### config.mk
export PLATFORM = sky130hd
export DESIGN_NAME = ps2_scancode_key_decoder_unit
export DESIGN_NICKNAME = d
export VERILOG_FILES = /design/src/rtl/ps2kd_pkg.sv /design/src/rtl/ps2_scancode_key_decoder_unit.sv /design/src/rtl/ps2kd_key_ram.sv /design/src/rtl/ps2kd_decode.sv /design/src/rtl/ps2kd_top_unused_placeholder.sv
export SDC_FILE = /design/constraint.sdc
export NUM_CORES = 2
export LEC_CHECK = 0
export BUFFER_PORTS_ARGS = -buffer_cell sky130_fd_sc_hd__buf_2
export CAP_MARGIN = 10
export CORE_ASPECT_RATIO = 1.1
export CORE_MARGIN = 3
export CORE_UTILIZATION = 45
export CTS_CLUSTER_DIAMETER = 120
export DETAILED_ROUTE_END_ITERATION = 8
export PLACE_DENSITY = 0.7
export SYNTH_ARGS = -nofsm -noshare
export SYNTH_HDL_FRONTEND = slang
export SYNTH_HIERARCHICAL = 1
export SYNTH_SLANG_ARGS = --single-unit
### constraint.sdc
create_clock -name clk -period 18.42 [get_ports clk]
set_input_delay 1.842 -clock clk [delete_from_list [all_inputs] [get_ports clk]]
set_output_delay 1.842 -clock clk [all_outputs]
set_load 0.01 [all_outputs]
### src/rtl/ps2kd_pkg.sv
// shared types, constants and key tables for the ps/2 scancode key decoder
package ps2kd_pkg;

  localparam int FIFO_DEPTH_DFLT = 256;
  localparam int KEY_W           = 10;

  // command codes carried in the input tuser
  typedef enum logic [1:0] {
    CMD_SCAN   = 2'd0,
    CMD_READ   = 2'd1,
    CMD_SERIAL = 2'd2
  } cmd_t;

  // set-1 scancodes
  localparam logic [7:0] SC_PREFIX  = 8'hE0;
  localparam logic [7:0] SC_RELEASE = 8'h80;
  localparam logic [6:0] SC_CTRL    = 7'h1D;
  localparam logic [6:0] SC_SHIFT_L = 7'h2A;
  localparam logic [6:0] SC_SHIFT_R = 7'h36;
  localparam logic [6:0] SC_ALT     = 7'h38;
  localparam logic [6:0] SC_CAPS    = 7'h3A;
  localparam logic [6:0] SC_F1      = 7'h3B;
  localparam logic [6:0] SC_F8      = 7'h42;
  localparam logic [6:0] SC_F9      = 7'h43;
  localparam logic [6:0] SC_F10     = 7'h44;
  localparam logic [6:0] SC_F11     = 7'h57;
  localparam logic [6:0] SC_F12     = 7'h58;
  localparam logic [6:0] SC_MAP_END = 7'h3A;
  // extended (E0) scancodes
  localparam logic [6:0] SC_X_UP    = 7'h48;
  localparam logic [6:0] SC_X_DOWN  = 7'h50;
  localparam logic [6:0] SC_X_LEFT  = 7'h4B;
  localparam logic [6:0] SC_X_RIGHT = 7'h4D;
  localparam logic [6:0] SC_X_HOME  = 7'h47;
  localparam logic [6:0] SC_X_END   = 7'h4F;
  localparam logic [6:0] SC_X_PGUP  = 7'h49;
  localparam logic [6:0] SC_X_PGDN  = 7'h51;
  localparam logic [6:0] SC_X_INS   = 7'h52;
  localparam logic [6:0] SC_X_DEL   = 7'h53;
  localparam logic [6:0] SC_X_ENTER = 7'h1C;
  localparam logic [6:0] SC_X_SLASH = 7'h35;

  // key codes
  localparam logic [KEY_W-1:0] CODE_UP    = 10'h100;
  localparam logic [KEY_W-1:0] CODE_DOWN  = 10'h101;
  localparam logic [KEY_W-1:0] CODE_LEFT  = 10'h102;
  localparam logic [KEY_W-1:0] CODE_RIGHT = 10'h103;
  localparam logic [KEY_W-1:0] CODE_HOME  = 10'h104;
  localparam logic [KEY_W-1:0] CODE_END   = 10'h105;
  localparam logic [KEY_W-1:0] CODE_PGUP  = 10'h106;
  localparam logic [KEY_W-1:0] CODE_PGDN  = 10'h107;
  localparam logic [KEY_W-1:0] CODE_INS   = 10'h108;
  localparam logic [KEY_W-1:0] CODE_DEL   = 10'h109;
  localparam logic [KEY_W-1:0] CODE_F9    = 10'h10A;
  localparam logic [KEY_W-1:0] CODE_F10   = 10'h10B;
  localparam logic [KEY_W-1:0] CODE_F11   = 10'h10C;
  localparam logic [KEY_W-1:0] CODE_F12   = 10'h10D;
  localparam logic [KEY_W-1:0] CODE_LF    = 10'h00A;
  localparam logic [KEY_W-1:0] CODE_SLASH = 10'h02F;
  localparam logic [KEY_W-1:0] ALT_FLAG   = 10'h200;

  // serial byte rewrites
  localparam logic [7:0] CH_CR  = 8'h0D;
  localparam logic [7:0] CH_LF  = 8'h0A;
  localparam logic [7:0] CH_DEL = 8'h7F;
  localparam logic [7:0] CH_BS  = 8'h08;
  localparam logic [7:0] CH_CASE_BIT = 8'h20;
  localparam logic [7:0] CH_CTRL_BASE = 8'h60;

  localparam logic signed [4:0] SCROLL_UP   = 5'sd10;
  localparam logic signed [4:0] SCROLL_DOWN = -5'sd10;
  localparam logic signed [3:0] FOCUS_F8    = -4'sd1;

  // us layout, indexed by scancode; entries past the last mapped key are zero
  localparam logic [7:0] MAP_PLAIN [64] = '{
    8'h00, 8'h1B, 8'h31, 8'h32, 8'h33, 8'h34, 8'h35, 8'h36,
    8'h37, 8'h38, 8'h39, 8'h30, 8'h2D, 8'h3D, 8'h08, 8'h09,
    8'h71, 8'h77, 8'h65, 8'h72, 8'h74, 8'h79, 8'h75, 8'h69,
    8'h6F, 8'h70, 8'h5B, 8'h5D, 8'h0A, 8'h00, 8'h61, 8'h73,
    8'h64, 8'h66, 8'h67, 8'h68, 8'h6A, 8'h6B, 8'h6C, 8'h3B,
    8'h27, 8'h60, 8'h00, 8'h5C, 8'h7A, 8'h78, 8'h63, 8'h76,
    8'h62, 8'h6E, 8'h6D, 8'h2C, 8'h2E, 8'h2F, 8'h00, 8'h2A,
    8'h00, 8'h20, 8'h00, 8'h00, 8'h00, 8'h00, 8'h00, 8'h00
  };

  localparam logic [7:0] MAP_SHIFTED [64] = '{
    8'h00, 8'h1B, 8'h21, 8'h40, 8'h23, 8'h24, 8'h25, 8'h5E,
    8'h26, 8'h2A, 8'h28, 8'h29, 8'h5F, 8'h2B, 8'h08, 8'h09,
    8'h51, 8'h57, 8'h45, 8'h52, 8'h54, 8'h59, 8'h55, 8'h49,
    8'h4F, 8'h50, 8'h7B, 8'h7D, 8'h0A, 8'h00, 8'h41, 8'h53,
    8'h44, 8'h46, 8'h47, 8'h48, 8'h4A, 8'h4B, 8'h4C, 8'h3A,
    8'h22, 8'h7E, 8'h00, 8'h7C, 8'h5A, 8'h58, 8'h43, 8'h56,
    8'h42, 8'h4E, 8'h4D, 8'h3C, 8'h3E, 8'h3F, 8'h00, 8'h2A,
    8'h00, 8'h20, 8'h00, 8'h00, 8'h00, 8'h00, 8'h00, 8'h00
  };

  // modifier and prefix flags
  typedef struct packed {
    logic shift;
    logic ctrl;
    logic alt;
    logic caps;
    logic prefix;
  } mods_t;

  // per-transaction result fields other than the key code
  typedef struct packed {
    logic              key_valid;
    logic              enqueued;
    logic              dropped;
    logic              serial_taken;
    logic              live_view;
    logic signed [4:0] scroll_lines;
    logic              focus_valid;
    logic signed [3:0] focus_target;
  } res_t;

  // decoder to fifo control
  typedef struct packed {
    logic             push;
    logic [KEY_W-1:0] push_code;
    logic             pop;
    mods_t            mods_nxt;
    res_t             res;
  } dec_t;

  function automatic logic is_alpha(input logic [7:0] c);
    return ((c >= 8'h61) && (c <= 8'h7A)) || ((c >= 8'h41) && (c <= 8'h5A));
  endfunction

endpackage

### src/rtl/ps2_scancode_key_decoder_unit.sv
// ps/2 set-1 scancode key decoder with key fifo: top level
// Takes one transaction per clock while the output is not stalled: a scancode byte,
// a serial byte or a key read, selected by in_tuser. Every input transaction yields
// exactly one output transaction, registered in the result stage and the output register.
// The decode (modifier flags, E0 prefix, us table lookup) is combinational logic;
// keys are held in a FIFO_DEPTH-entry synchronous ram with one write and one
// registered read port, so a read pops the entry at the read pointer in the
// accept cycle and the key appears from the ram output register in the next cycle.
// The fifo holds at most FIFO_DEPTH-1 keys. A result stage plus an output
// register let a new input be accepted while a finished result waits on out_tready;
// with out_tready high the sustained rate is one transaction per cycle. The key ram has
// no reset and needs no clearing pass: entries are only read after being written.
module ps2_scancode_key_decoder_unit #(
  parameter int FIFO_DEPTH = ps2kd_pkg::FIFO_DEPTH_DFLT
) (
  input  logic        clk,
  input  logic        rst_n,
  // input channel
  input  logic        in_tvalid,
  output logic        in_tready,
  input  logic [7:0]  in_tdata,   // [7:0] data_byte
  input  logic [1:0]  in_tuser,   // [1:0] cmd
  // result channel
  output logic        out_tvalid,
  input  logic        out_tready,
  output logic [23:0] out_tdata,  // [9:0] key_code, [10] enqueued, [11] dropped,
                                  // [12] serial_taken, [13] live_view,
                                  // [18:14] scroll_lines, [22:19] focus_target, [23] zero
  output logic [1:0]  out_tuser   // [0] key_valid, [1] focus_valid
);

  localparam int PTR_W = $clog2(FIFO_DEPTH);

  // modifier state
  ps2kd_pkg::mods_t mods_r;
  ps2kd_pkg::dec_t  dec;

  // fifo pointers
  logic [PTR_W-1:0] wr_ptr;
  logic [PTR_W-1:0] rd_ptr;
  logic             fifo_full;
  logic             fifo_empty;
  logic [ps2kd_pkg::KEY_W-1:0] ram_rdata;

  // handshake
  logic in_fire;
  logic out_load;

  // result stage (waits on the ram read) and output register
  logic                          s1_valid_r, s1_valid_nxt;
  ps2kd_pkg::res_t               s1_res_r;
  logic                          out_valid_r, out_valid_nxt;
  ps2kd_pkg::res_t               out_res_r;
  logic [ps2kd_pkg::KEY_W-1:0]   out_code_r;

  assign out_load  = s1_valid_r && (!out_valid_r || out_tready);
  assign in_tready = !s1_valid_r || out_load;
  assign in_fire   = in_tvalid && in_tready;

  ps2kd_decode u_decode (
    .cmd        (in_tuser),
    .data_byte  (in_tdata),
    .mods       (mods_r),
    .fifo_full  (fifo_full),
    .fifo_empty (fifo_empty),
    .dec        (dec)
  );

  ps2kd_ptrs #(
    .DEPTH  (FIFO_DEPTH),
    .ADDR_W (PTR_W)
  ) u_ptrs (
    .clk    (clk),
    .rst_n  (rst_n),
    .push   (in_fire && dec.push),
    .pop    (in_fire && dec.pop),
    .wr_ptr (wr_ptr),
    .rd_ptr (rd_ptr),
    .full   (fifo_full),
    .empty  (fifo_empty)
  );

  // read of a just-written entry comes in a later cycle, so no bypass
  ps2kd_key_ram #(
    .DEPTH  (FIFO_DEPTH),
    .ADDR_W (PTR_W)
  ) u_key_ram (
    .clk   (clk),
    .we    (in_fire && dec.push),
    .waddr (wr_ptr),
    .wdata (dec.push_code),
    .re    (in_fire && dec.pop),
    .raddr (rd_ptr),
    .rdata (ram_rdata)
  );

  always_comb begin
    s1_valid_nxt = s1_valid_r;
    if (in_fire) begin
      s1_valid_nxt = 1'b1;
    end else if (out_load) begin
      s1_valid_nxt = 1'b0;
    end
    out_valid_nxt = out_valid_r;
    if (out_load) begin
      out_valid_nxt = 1'b1;
    end else if (out_tready) begin
      out_valid_nxt = 1'b0;
    end
  end

  // control state
  always_ff @(posedge clk) begin
    if (!rst_n) begin
      mods_r      <= '0;
      s1_valid_r  <= 1'b0;
      out_valid_r <= 1'b0;
    end else begin
      if (in_fire) begin
        mods_r <= dec.mods_nxt;
      end
      s1_valid_r  <= s1_valid_nxt;
      out_valid_r <= out_valid_nxt;
    end
  end

  // payload; ram output holds while the result stage is occupied
  always_ff @(posedge clk) begin
    if (in_fire) begin
      s1_res_r <= dec.res;
    end
    if (out_load) begin
      out_res_r  <= s1_res_r;
      out_code_r <= s1_res_r.key_valid ? ram_rdata : '0;
    end
  end

  assign out_tvalid = out_valid_r;
  assign out_tuser  = {out_res_r.focus_valid, out_res_r.key_valid};
  assign out_tdata  = {1'b0,
                       out_res_r.focus_target,
                       out_res_r.scroll_lines,
                       out_res_r.live_view,
                       out_res_r.serial_taken,
                       out_res_r.dropped,
                       out_res_r.enqueued,
                       out_code_r};

endmodule

### src/rtl/ps2kd_key_ram.sv
// key fifo storage: one write port, one registered read port
module ps2kd_key_ram #(
  parameter int DEPTH  = ps2kd_pkg::FIFO_DEPTH_DFLT,
  parameter int ADDR_W = $clog2(DEPTH)
) (
  input  logic                       clk,
  input  logic                       we,
  input  logic [ADDR_W-1:0]          waddr,
  input  logic [ps2kd_pkg::KEY_W-1:0] wdata,
  input  logic                       re,
  input  logic [ADDR_W-1:0]          raddr,
  output logic [ps2kd_pkg::KEY_W-1:0] rdata
);

  logic [ps2kd_pkg::KEY_W-1:0] mem [DEPTH];
  logic [ps2kd_pkg::KEY_W-1:0] rdata_r;

  always_ff @(posedge clk) begin
    if (we) begin
      mem[waddr] <= wdata;
    end
  end

  always_ff @(posedge clk) begin
    if (re) begin
      rdata_r <= mem[raddr];
    end
  end

  assign rdata = rdata_r;

endmodule

### src/rtl/ps2kd_decode.sv
// scancode, serial and read decode: next flags, fifo push/pop and result fields
module ps2kd_decode (
  input  logic [1:0]        cmd,
  input  logic [7:0]        data_byte,
  input  ps2kd_pkg::mods_t  mods,
  input  logic              fifo_full,
  input  logic              fifo_empty,
  output ps2kd_pkg::dec_t   dec
);

  logic                         want;
  logic [ps2kd_pkg::KEY_W-1:0]  qcode;
  logic                         rel;
  logic                         ext;
  logic [6:0]                   sc;
  logic [7:0]                   ch;
  logic [7:0]                   ser;
  logic                         up;

  assign rel = (data_byte & ps2kd_pkg::SC_RELEASE) != 8'h00;
  assign sc  = data_byte[6:0];
  assign ext = mods.prefix;

  // table lookup with shift / caps lock
  always_comb begin
    up = ps2kd_pkg::is_alpha(ps2kd_pkg::MAP_PLAIN[sc[5:0]]) ? (mods.shift ^ mods.caps)
                                                             : mods.shift;
    ch = up ? ps2kd_pkg::MAP_SHIFTED[sc[5:0]] : ps2kd_pkg::MAP_PLAIN[sc[5:0]];
  end

  always_comb begin
    ser = data_byte;
    if (data_byte == ps2kd_pkg::CH_CR) begin
      ser = ps2kd_pkg::CH_LF;
    end else if (data_byte == ps2kd_pkg::CH_DEL) begin
      ser = ps2kd_pkg::CH_BS;
    end
  end

  always_comb begin
    dec          = '0;
    dec.mods_nxt = mods;
    want         = 1'b0;
    qcode        = '0;
    unique case (cmd)
      ps2kd_pkg::CMD_READ: begin
        if (!fifo_empty) begin
          dec.res.key_valid = 1'b1;
          dec.pop           = 1'b1;
        end
      end
      ps2kd_pkg::CMD_SERIAL: begin
        if (!fifo_full) begin
          dec.res.serial_taken = 1'b1;
          want                 = 1'b1;
          qcode                = {2'b00, ser};
        end
      end
      ps2kd_pkg::CMD_SCAN: begin
        if (data_byte == ps2kd_pkg::SC_PREFIX) begin
          dec.mods_nxt.prefix = 1'b1;
        end else begin
          dec.mods_nxt.prefix = 1'b0;
          if (sc == ps2kd_pkg::SC_SHIFT_L || sc == ps2kd_pkg::SC_SHIFT_R) begin
            dec.mods_nxt.shift = !rel;
          end else if (sc == ps2kd_pkg::SC_CTRL) begin
            dec.mods_nxt.ctrl = !rel;
          end else if (sc == ps2kd_pkg::SC_ALT) begin
            dec.mods_nxt.alt = !rel;
          end else if (rel) begin
            // other releases are ignored
          end else if (sc == ps2kd_pkg::SC_CAPS && !ext) begin
            dec.mods_nxt.caps = !mods.caps;
          end else if (ext) begin
            case (sc)
              ps2kd_pkg::SC_X_UP:    begin want = 1'b1; qcode = ps2kd_pkg::CODE_UP;    end
              ps2kd_pkg::SC_X_DOWN:  begin want = 1'b1; qcode = ps2kd_pkg::CODE_DOWN;  end
              ps2kd_pkg::SC_X_LEFT:  begin want = 1'b1; qcode = ps2kd_pkg::CODE_LEFT;  end
              ps2kd_pkg::SC_X_RIGHT: begin want = 1'b1; qcode = ps2kd_pkg::CODE_RIGHT; end
              ps2kd_pkg::SC_X_HOME:  begin want = 1'b1; qcode = ps2kd_pkg::CODE_HOME;  end
              ps2kd_pkg::SC_X_END:   begin want = 1'b1; qcode = ps2kd_pkg::CODE_END;   end
              ps2kd_pkg::SC_X_PGUP: begin
                if (mods.shift) begin
                  dec.res.scroll_lines = ps2kd_pkg::SCROLL_UP;
                end else begin
                  want  = 1'b1;
                  qcode = ps2kd_pkg::CODE_PGUP;
                end
              end
              ps2kd_pkg::SC_X_PGDN: begin
                if (mods.shift) begin
                  dec.res.scroll_lines = ps2kd_pkg::SCROLL_DOWN;
                end else begin
                  want  = 1'b1;
                  qcode = ps2kd_pkg::CODE_PGDN;
                end
              end
              ps2kd_pkg::SC_X_INS:   begin want = 1'b1; qcode = ps2kd_pkg::CODE_INS;   end
              ps2kd_pkg::SC_X_DEL:   begin want = 1'b1; qcode = ps2kd_pkg::CODE_DEL;   end
              ps2kd_pkg::SC_X_ENTER: begin want = 1'b1; qcode = ps2kd_pkg::CODE_LF;    end
              ps2kd_pkg::SC_X_SLASH: begin want = 1'b1; qcode = ps2kd_pkg::CODE_SLASH; end
              default: ;
            endcase
          end else if (sc >= ps2kd_pkg::SC_F1 && sc <= ps2kd_pkg::SC_F8) begin
            dec.res.focus_valid  = 1'b1;
            dec.res.focus_target = (sc == ps2kd_pkg::SC_F8) ? ps2kd_pkg::FOCUS_F8
                                                            : 4'(sc - ps2kd_pkg::SC_F1);
          end else if (sc == ps2kd_pkg::SC_F9) begin
            want  = 1'b1;
            qcode = ps2kd_pkg::CODE_F9;
          end else if (sc == ps2kd_pkg::SC_F10) begin
            want  = 1'b1;
            qcode = ps2kd_pkg::CODE_F10;
          end else if (sc == ps2kd_pkg::SC_F11) begin
            want  = 1'b1;
            qcode = ps2kd_pkg::CODE_F11;
          end else if (sc == ps2kd_pkg::SC_F12) begin
            want  = 1'b1;
            qcode = ps2kd_pkg::CODE_F12;
          end else if (sc < ps2kd_pkg::SC_MAP_END) begin
            if (ch != 8'h00) begin
              want = 1'b1;
              if (mods.ctrl && ps2kd_pkg::is_alpha(ch)) begin
                // ctrl+letter gives 1..26
                qcode = {2'b00, (ch | ps2kd_pkg::CH_CASE_BIT) - ps2kd_pkg::CH_CTRL_BASE};
              end else if (mods.alt) begin
                qcode = ps2kd_pkg::ALT_FLAG | {2'b00, ch};
              end else begin
                qcode = {2'b00, ch};
              end
            end
          end
        end
      end
      default: ;
    endcase

    // any queue attempt raises live view; full fifo drops the key
    if (want) begin
      dec.res.live_view = 1'b1;
      if (fifo_full) begin
        dec.res.dropped = 1'b1;
      end else begin
        dec.push         = 1'b1;
        dec.push_code    = qcode;
        dec.res.enqueued = 1'b1;
      end
    end
  end

endmodule

### src/rtl/ps2kd_top_unused_placeholder.sv
// ring pointer arithmetic for the key fifo: wrap-around increment and full/empty flags
module ps2kd_ptrs #(
  parameter int DEPTH  = ps2kd_pkg::FIFO_DEPTH_DFLT,
  parameter int ADDR_W = $clog2(DEPTH)
) (
  input  logic              clk,
  input  logic              rst_n,
  input  logic              push,
  input  logic              pop,
  output logic [ADDR_W-1:0] wr_ptr,
  output logic [ADDR_W-1:0] rd_ptr,
  output logic              full,
  output logic              empty
);

  logic [ADDR_W-1:0] wr_ptr_r, wr_ptr_nxt;
  logic [ADDR_W-1:0] rd_ptr_r, rd_ptr_nxt;
  logic [ADDR_W-1:0] wr_inc;
  logic [ADDR_W-1:0] rd_inc;

  assign wr_inc = (wr_ptr_r == ADDR_W'(DEPTH - 1)) ? '0 : wr_ptr_r + 1'b1;
  assign rd_inc = (rd_ptr_r == ADDR_W'(DEPTH - 1)) ? '0 : rd_ptr_r + 1'b1;

  assign wr_ptr_nxt = push ? wr_inc : wr_ptr_r;
  assign rd_ptr_nxt = pop  ? rd_inc : rd_ptr_r;

  always_ff @(posedge clk) begin
    if (!rst_n) begin
      wr_ptr_r <= '0;
      rd_ptr_r <= '0;
    end else begin
      wr_ptr_r <= wr_ptr_nxt;
      rd_ptr_r <= rd_ptr_nxt;
    end
  end

  // one slot stays empty
  assign full   = (wr_inc == rd_ptr_r);
  assign empty  = (wr_ptr_r == rd_ptr_r);
  assign wr_ptr = wr_ptr_r;
  assign rd_ptr = rd_ptr_r;

endmodule

Word-level counts from Yosys, hierarchy flattened

Memories as Yosys holds them, arrays and structs flattened. A register that Yosys moved wholly into a read port is not among the register bits.
Index checks and enable logic that the tools add are counted.

Memories: 3
Input bits: 14
Register bits: 63
ROM bits: 1,024
Memory bits (writable): 2,560

$add $sub $neg: 4
Magnitude comparators: 12
Reduce and logical (&&, ||, !) cells: 35
Equality and inequality tests: 31
Mux-type cells: 66
Bitwise logic cells: 10

Memory list:

| memory          | depth | width | read ports | clocked after Yosys merged registers in | write ports | line                | source |
|---|---|---|---|---|---|---|---|
| u_key_ram.mem   | 256   | 10    | 1          | 1                                       | 1           | ps2kd_key_ram.sv:15 | `logic [ps2kd_pkg::KEY_W-1:0] mem [DEPTH];` |
| (no name shown) | 64    | 8     | 1          | 0                                       | 0           | ps2kd_decode.sv:26  | `up = ps2kd_pkg::is_alpha(ps2kd_pkg::MAP_PLAIN[sc[5:0]]) ? (mods.shift ^ mods.caps)` |
| (no name shown) | 64    | 8     | 1          | 0                                       | 0           | ps2kd_decode.sv:28  | `ch = up ? ps2kd_pkg::MAP_SHIFTED[sc[5:0]] : ps2kd_pkg::MAP_PLAIN[sc[5:0]];` |

Operators by type and width:

| kind                                                                              | count |
|---|---|
| 10-bit two-way mux                                                                | 16 |
| 10-bit case mux with 12 select lines                                              | 1 |
| 7-bit == test (second input constant)                                             | 15 |
| 8-bit two-way mux                                                                 | 9 |
| 7-bit by 6-bit == test with 1-bit output (second input constant)                  | 5 |
| 8-bit by 7-bit >= comparator with 1-bit output (second input constant)            | 4 |
| 8-bit by 7-bit less-or-equal comparator with 1-bit output (second input constant) | 4 |
| 1-bit two-way mux                                                                 | 28 |
| 8-bit == test (second input constant)                                             | 3 |
| 11-bit two-way mux                                                                | 2 |
| 10-bit case mux with 2 select lines                                               | 1 |
| 9-bit two-way mux                                                                 | 2 |
| 8-bit by 1-bit adder with 8-bit output (second input constant)                    | 2 |
| 8-bit == test                                                                     | 2 |
| 8-bit OR reduction                                                                | 2 |
| 7-bit by 5-bit == test with 1-bit output (second input constant)                  | 2 |
| 1-bit logical AND                                                                 | 11 |
| 5-bit two-way mux                                                                 | 2 |
| 5-bit case mux with 2 select lines                                                | 1 |
| 10-bit OR reduction                                                               | 1 |
| 9-bit OR reduction                                                                | 1 |
| 8-bit by 4-bit == test with 1-bit output (second input constant)                  | 1 |
| 8-bit by 7-bit == test with 1-bit output (second input constant)                  | 1 |
| 4-bit two-way mux                                                                 | 2 |
| 23 further kinds                                                                  | 40 |

Longest topological paths before layout

Word-level depth: 34
Gate-level depth with buffers: 22

Cells and area by module

The synthesis kept the hierarchy.

By module, submodules not included:

| module                        | sequential area each (um^2) | area each (um^2) | cells an instance | times used |
|---|---|---|---|---|
| ps2kd_key_ram                 | 77,174.0                    | 99,354.0         | 4,642             | 1 |
| ps2kd_decode                  | 0.0                         | 2,533.7          | 382               | 1 |
| ps2_scancode_key_decoder_unit | 1,341.3                     | 1,590.3          | 85                | 1 |
| ps2kd_ptrs                    | 320.3                       | 996.0            | 112               | 1 |

Least setup slack after synthesis

Ideal clock, no wire load.

Kind: input -> register
Start point: input port in_tdata[0]
End point: memory u_key_ram/mem[0][9] (netlist bit), data pin
Setup time: 2.099 ns
Slack: 2.157 ns
Stages on the path: 15
Data arrival time: 14.164 ns
Buffers on the path: 3
Cells stage by stage: clkbuf_1 -> buf_2 -> inv_1 -> ha_1 -> clkbuf_1 -> nor2b_1 -> o31ai_4 -> o211ai_1 -> o22ai_1 -> a211oi_1 -> nand3b_4 -> xnor2_4 -> o2111a_1 -> nor2_4 -> nor3_1

RTL lines:

| what            | line                                | source |
|---|---|---|
| start, declared | ps2_scancode_key_decoder_unit.sv:21 | `input logic [7:0] in_tdata,` |
| end, declared   | ps2kd_key_ram.sv:15                 |  |

Worst setup path in the final report

Start point: input port in_tdata[1]
End point: memory u_key_ram/mem[235][4] (netlist bit), enable pin

Word-level cells in the longest chain between the ends: 29

Ends and longest elaborated chain:

| what                                                                                                                               | line                                   | source |
|---|---|---|
| 6-bit inverter with 7-bit output (not written as such)                                                                             | ps2kd_decode.sv:26, ps2kd_decode.sv:28 |  |
| memory 64 x 8 bit                                                                                                                  | n/a                                    |  |
| 8-bit two-way mux (not written as such) (2 in series)                                                                              | ps2kd_decode.sv:28                     |  |
| 8-bit by 7-bit >= comparator with 1-bit output / 8-bit by 7-bit less-or-equal comparator with 1-bit output (equally long branches) | ps2kd_pkg.sv:128                       | `return ((c >= 8'h61) && (c <= 8'h7A)) \|\| ((c >= 8'h41) && (c <= 8'h5A));` |
| 1-bit logical AND                                                                                                                  | ps2kd_pkg.sv:128                       |  |
| 1-bit logical OR                                                                                                                   | ps2kd_pkg.sv:128                       |  |
| 1-bit two-way mux                                                                                                                  | ps2kd_decode.sv:26                     |  |
| 8-bit two-way mux                                                                                                                  | ps2kd_decode.sv:28                     |  |
| [... 12 more ...]                                                                                                                  | n/a                                    |  |
| 1-bit two-way mux                                                                                                                  | ps2kd_decode.sv:66                     | `end else if (sc == ps2kd_pkg::SC_CTRL) begin` |
| 1-bit two-way mux                                                                                                                  | ps2kd_decode.sv:64                     | `if (sc == ps2kd_pkg::SC_SHIFT_L \|\| sc == ps2kd_pkg::SC_SHIFT_R) begin` |
| 1-bit two-way mux *                                                                                                                | ps2kd_decode.sv:60                     | `if (data_byte == ps2kd_pkg::SC_PREFIX) begin` |
| 1-bit case mux with 2 select lines *                                                                                               | ps2kd_decode.sv:45                     | `unique case (cmd)` |
| 11-bit two-way mux *                                                                                                               | ps2kd_decode.sv:139                    | `if (want) begin` |
| 1-bit logical AND *                                                                                                                | ps2_scancode_key_decoder_unit.sv:89    | `.we (in_fire && dec.push),` |
| 1-bit two-way mux *                                                                                                                | ps2kd_key_ram.sv:19                    | `if (we) begin` |
| 1-bit two-way mux (not written as such) *                                                                                          | ps2kd_key_ram.sv:20                    | `mem[waddr] <= wdata;` |

Mark *: on every way between the ends. The rest lies on a longest branch, timed or not. The select of a mux whose other input is x is not followed.

==> reports/summary.txt <==
Initial antenna violation count: 5
Clk_lat worst skew: 880 ps
Syn avg cell area: 20.0 sq um
GPL Wtd Cong: 0.881
Syn Inst Count: 5221
Clock Skew: 54.3 ps
Synth area leaders: edfxtp_1 75%, mux4_2 11%, mux2i_1 2.2%, a22oi_1 1.4%, nor2_1 1.2%
Final routed DRC violation total: 0
WL/cell: 31.0 um
Layout cells sized above 1: 19.6%
Worst Setup Slack, final: 10430 ps
RSZ-0062 raised after global routing: no
Max cap viols: 0
Layout filler cell count: 18000
Area Overhead vs Synth: 10.6%
Final slew viol count: 0
Crit path time final: 7990 ps
Post-DRT Antenna Nets: 0
Register area share after synthesis: 75.5%
Die footprint: 238000 sq um
Cts repair resizes: 0
Lkg Pwr: 30.5 nW
Most frequent cells in the layout: 2610 x edfxtp_1, 497 x mux4_2, 326 x nor2_1
Final Hold Viols: 0
Worst-margin pin slew: 1380 ps
H-tree Lvls: 4
CP Data Required Time: 18910 ps
Overall Power: 11.9 mW
Switching share of power: 20.0%
Total CTS buffers: 234
Register area: 78900 sq um
Arr. time, crit path: 8480 ps
Starting Density: 45.5%
Clk pin slew, worst setup/hold paths: 60 ps
Switching power: 2.37 mW
Core ar.: 230000 sq um
Die width: 465 um
Drt first-iter violations: 7962
CTS Sinks: 2633
Combinational share of power: 2.0%
Number of synthesized flops with an enable pin: 2610
Fmax: 125 MHz
Largest net degree at the start of global routing: 189
Fin util: 50.3%
Finish-stage setup viols: 0
Critical path startpoint category: input pin
First-pass GRT wire length: 384 mm
GRT overflow: 0
CP Capture Type: register
Setup_tns: 0 ps
#FFs+latches synth: 2633
Fin nets: 5296
Ys async rst share: 0%
Final Cycle Share: 43.4%
Non-filler cells in the finished layout: 8551
Post-Route WL: 265 mm
Library cells used by synthesis: 97
Via count: 53900
FP Rows: 184
Dpl hpwl: 161 mm
Slew HR: 7.33%
Area leader, netlist: edfxtp_1
Vias in the first global route: 52500
Drt pass-1 iters: 6
Critical path type: in -> reg
Synth Net Count: 5253
Die Span Y: 511 um
# port buffers: 40
Synth Cell Area: 104000 sq um
Area of the multi-input gates: 23600 sq um
CTS max path bufs: 3
Gr usage total: 22.0%
I/O Pins: 42
Internal power: 9.50 mW
Outcome: finished clean
Yosys warns: 6
Synth Flop Type: edfxtp_1
Commonest non-fill, non-tap cell in the layout: edfxtp_1
Critical path fanouts, max: 27
PwrDens: 103 nW/um^2
Hold crit path type: reg -> reg
CTS tree: yes
Placement Setup Slack: 9750 ps
Routed vias/inst: 6.30
Max rail drop VDD: 0.0000875 V
CTS Hold Bufs: 0
Area share of the largest cell type after synthesis: 75.0%
Inst Count DP: 8097
Clock Tree Root: clkbuf_16
Clock share of power: 42.9%
# Post-CTS Setup Buffers: 0
Sequential power share: 55.1%
[cells in the mapped netlist, drive strengths merged, types with 13 or more instances]
| master | instances |
|---|---|
| clkbuf | 150 |
| nor4 | 31 |
| nand2b | 28 |
| nand2 | 99 |
| o221ai | 46 |
| nor2 | 331 |
| a211oi | 18 |
| and2 | 26 |
| mux4 | 538 |
| nor3 | 45 |
| a22oi | 194 |
| inv | 23 |
| o22ai | 65 |
| a31oi | 19 |
| o32ai | 13 |
| dfxtp | 23 |
| a221oi | 16 |
| xnor2 | 18 |
| o211ai | 13 |
| mux2i | 231 |
| buf | 181 |
| ha | 18 |
| nand3 | 54 |
| nand4 | 23 |
| o21ai | 34 |
| nor2b | 44 |
| edfxtp | 2610 |
| a21oi | 147 |
| a22o | 13 |
[kinds of logic (layout without fill, tap and decap cells)]
kind of cell | after synthesis | count (layout) | synth area share (%)
flops | 2633 | 2633 | 75.5
mux | 771 | 771 | 14.0
simple gates | 738 | 738 | 3.38
compound gates | 678 | 678 | 4.59
buf+inv | 354 | 607 | 2.12
xor+xnor | 27 | 27 | 0.244
fa+ha+maj | 18 | 18 | 0.216
other cells | 2 | 10 | 0.00719
[worst max-delay path: stages]
cell and delay (ps):
buf_2 250, inv_1 350, ha_1 660, nor2b_1 360, o22ai_1 130, a211oi_1 330, nand2_1 130, a211oi_1 320
nand3b_4 230, xnor2_4 190, o2111a_1 300, nor2_4 130, inv_2 100, and2_2 640, nand4_1 1100, buf_4 590
nor2_1 760
[power groups by stage]
| stage | clock (mW) | sequential [mW] | combinational, mW |
|---|---|---|---|
| 6_report | 5.09 | 6.54 | 0.243 |
| 5_1_grt | 5.41 | 6.54 | 0.259 |
| 4_1_cts | 5.16 | 6.54 | 0.243 |
| 2_1_floorplan | 0 | 6.69 | 0.170 |
| 3_5_place_dp | 0 | 6.67 | 0.242 |
| 3_3_place_gp | 0 | 6.67 | 0.240 |
[per-layer routing]
layer  wire (um)  vias to the layer above  GRT usage, %
li1            -                    21800             -
met1      101000                    28000          30.8
met2      126000                     3527          34.1
met3       29400                      480          5.16
met4        9360                        2          7.80
met5          17                        -             0
[flip-flops by register name, indices dropped and copies added (netlist names)]
signal and count:
mods_r 5, out_code_r 10, out_tdata 13, out_tuser 2, out_tvalid 1, s1_res_r 15, s1_valid_r 1, u_key_ram/mem 2560
u_key_ram/rdata 10, u_ptrs/rd_ptr 8, u_ptrs/wr_ptr 8
[path summary, 6_finish.rpt]
| path | start | end | slack (ps) | cells past startpoint |
|---|---|---|---|---|
| max | in_tdata[1] | u_key_ram/mem[235][4] | 10430 | 17 |
| min | s1_res_r[9] | out_tdata[18] | 420 | 0 |
| max reg2reg | u_ptrs/wr_ptr[1] | u_key_ram/mem[235][4] | 12070 | 15 |
| min reg2reg | s1_res_r[9] | out_tdata[18] | 420 | 0 |
[metrics by stage]
step / hold slack [ps] / area [sq um]
after floorplan: 400 / 104000
after global placement: 402 / 107000
after detailed placement: 405 / 107000
after CTS: 420 / 116000
after global routing: 428 / 116000
final: 419 / 116000
[layout make-up]
| cell class | instances | area share [%] |
|---|---|---|
| Sequential cell | 2633 | 68.2 |
| Timing Repair Buffer | 138 | 0.897 |
| Clock buffer | 270 | 5.21 |
| Tap cell | 3069 | 3.32 |
| Multi-Input combinational cell | 2234 | 20.4 |
| Antenna cell | 8 | 0.0173 |
| Clock inverter | 176 | 1.81 |
| Inverter | 23 | 0.0747 |
Note: power is estimated with default switching activity, not from simulation.
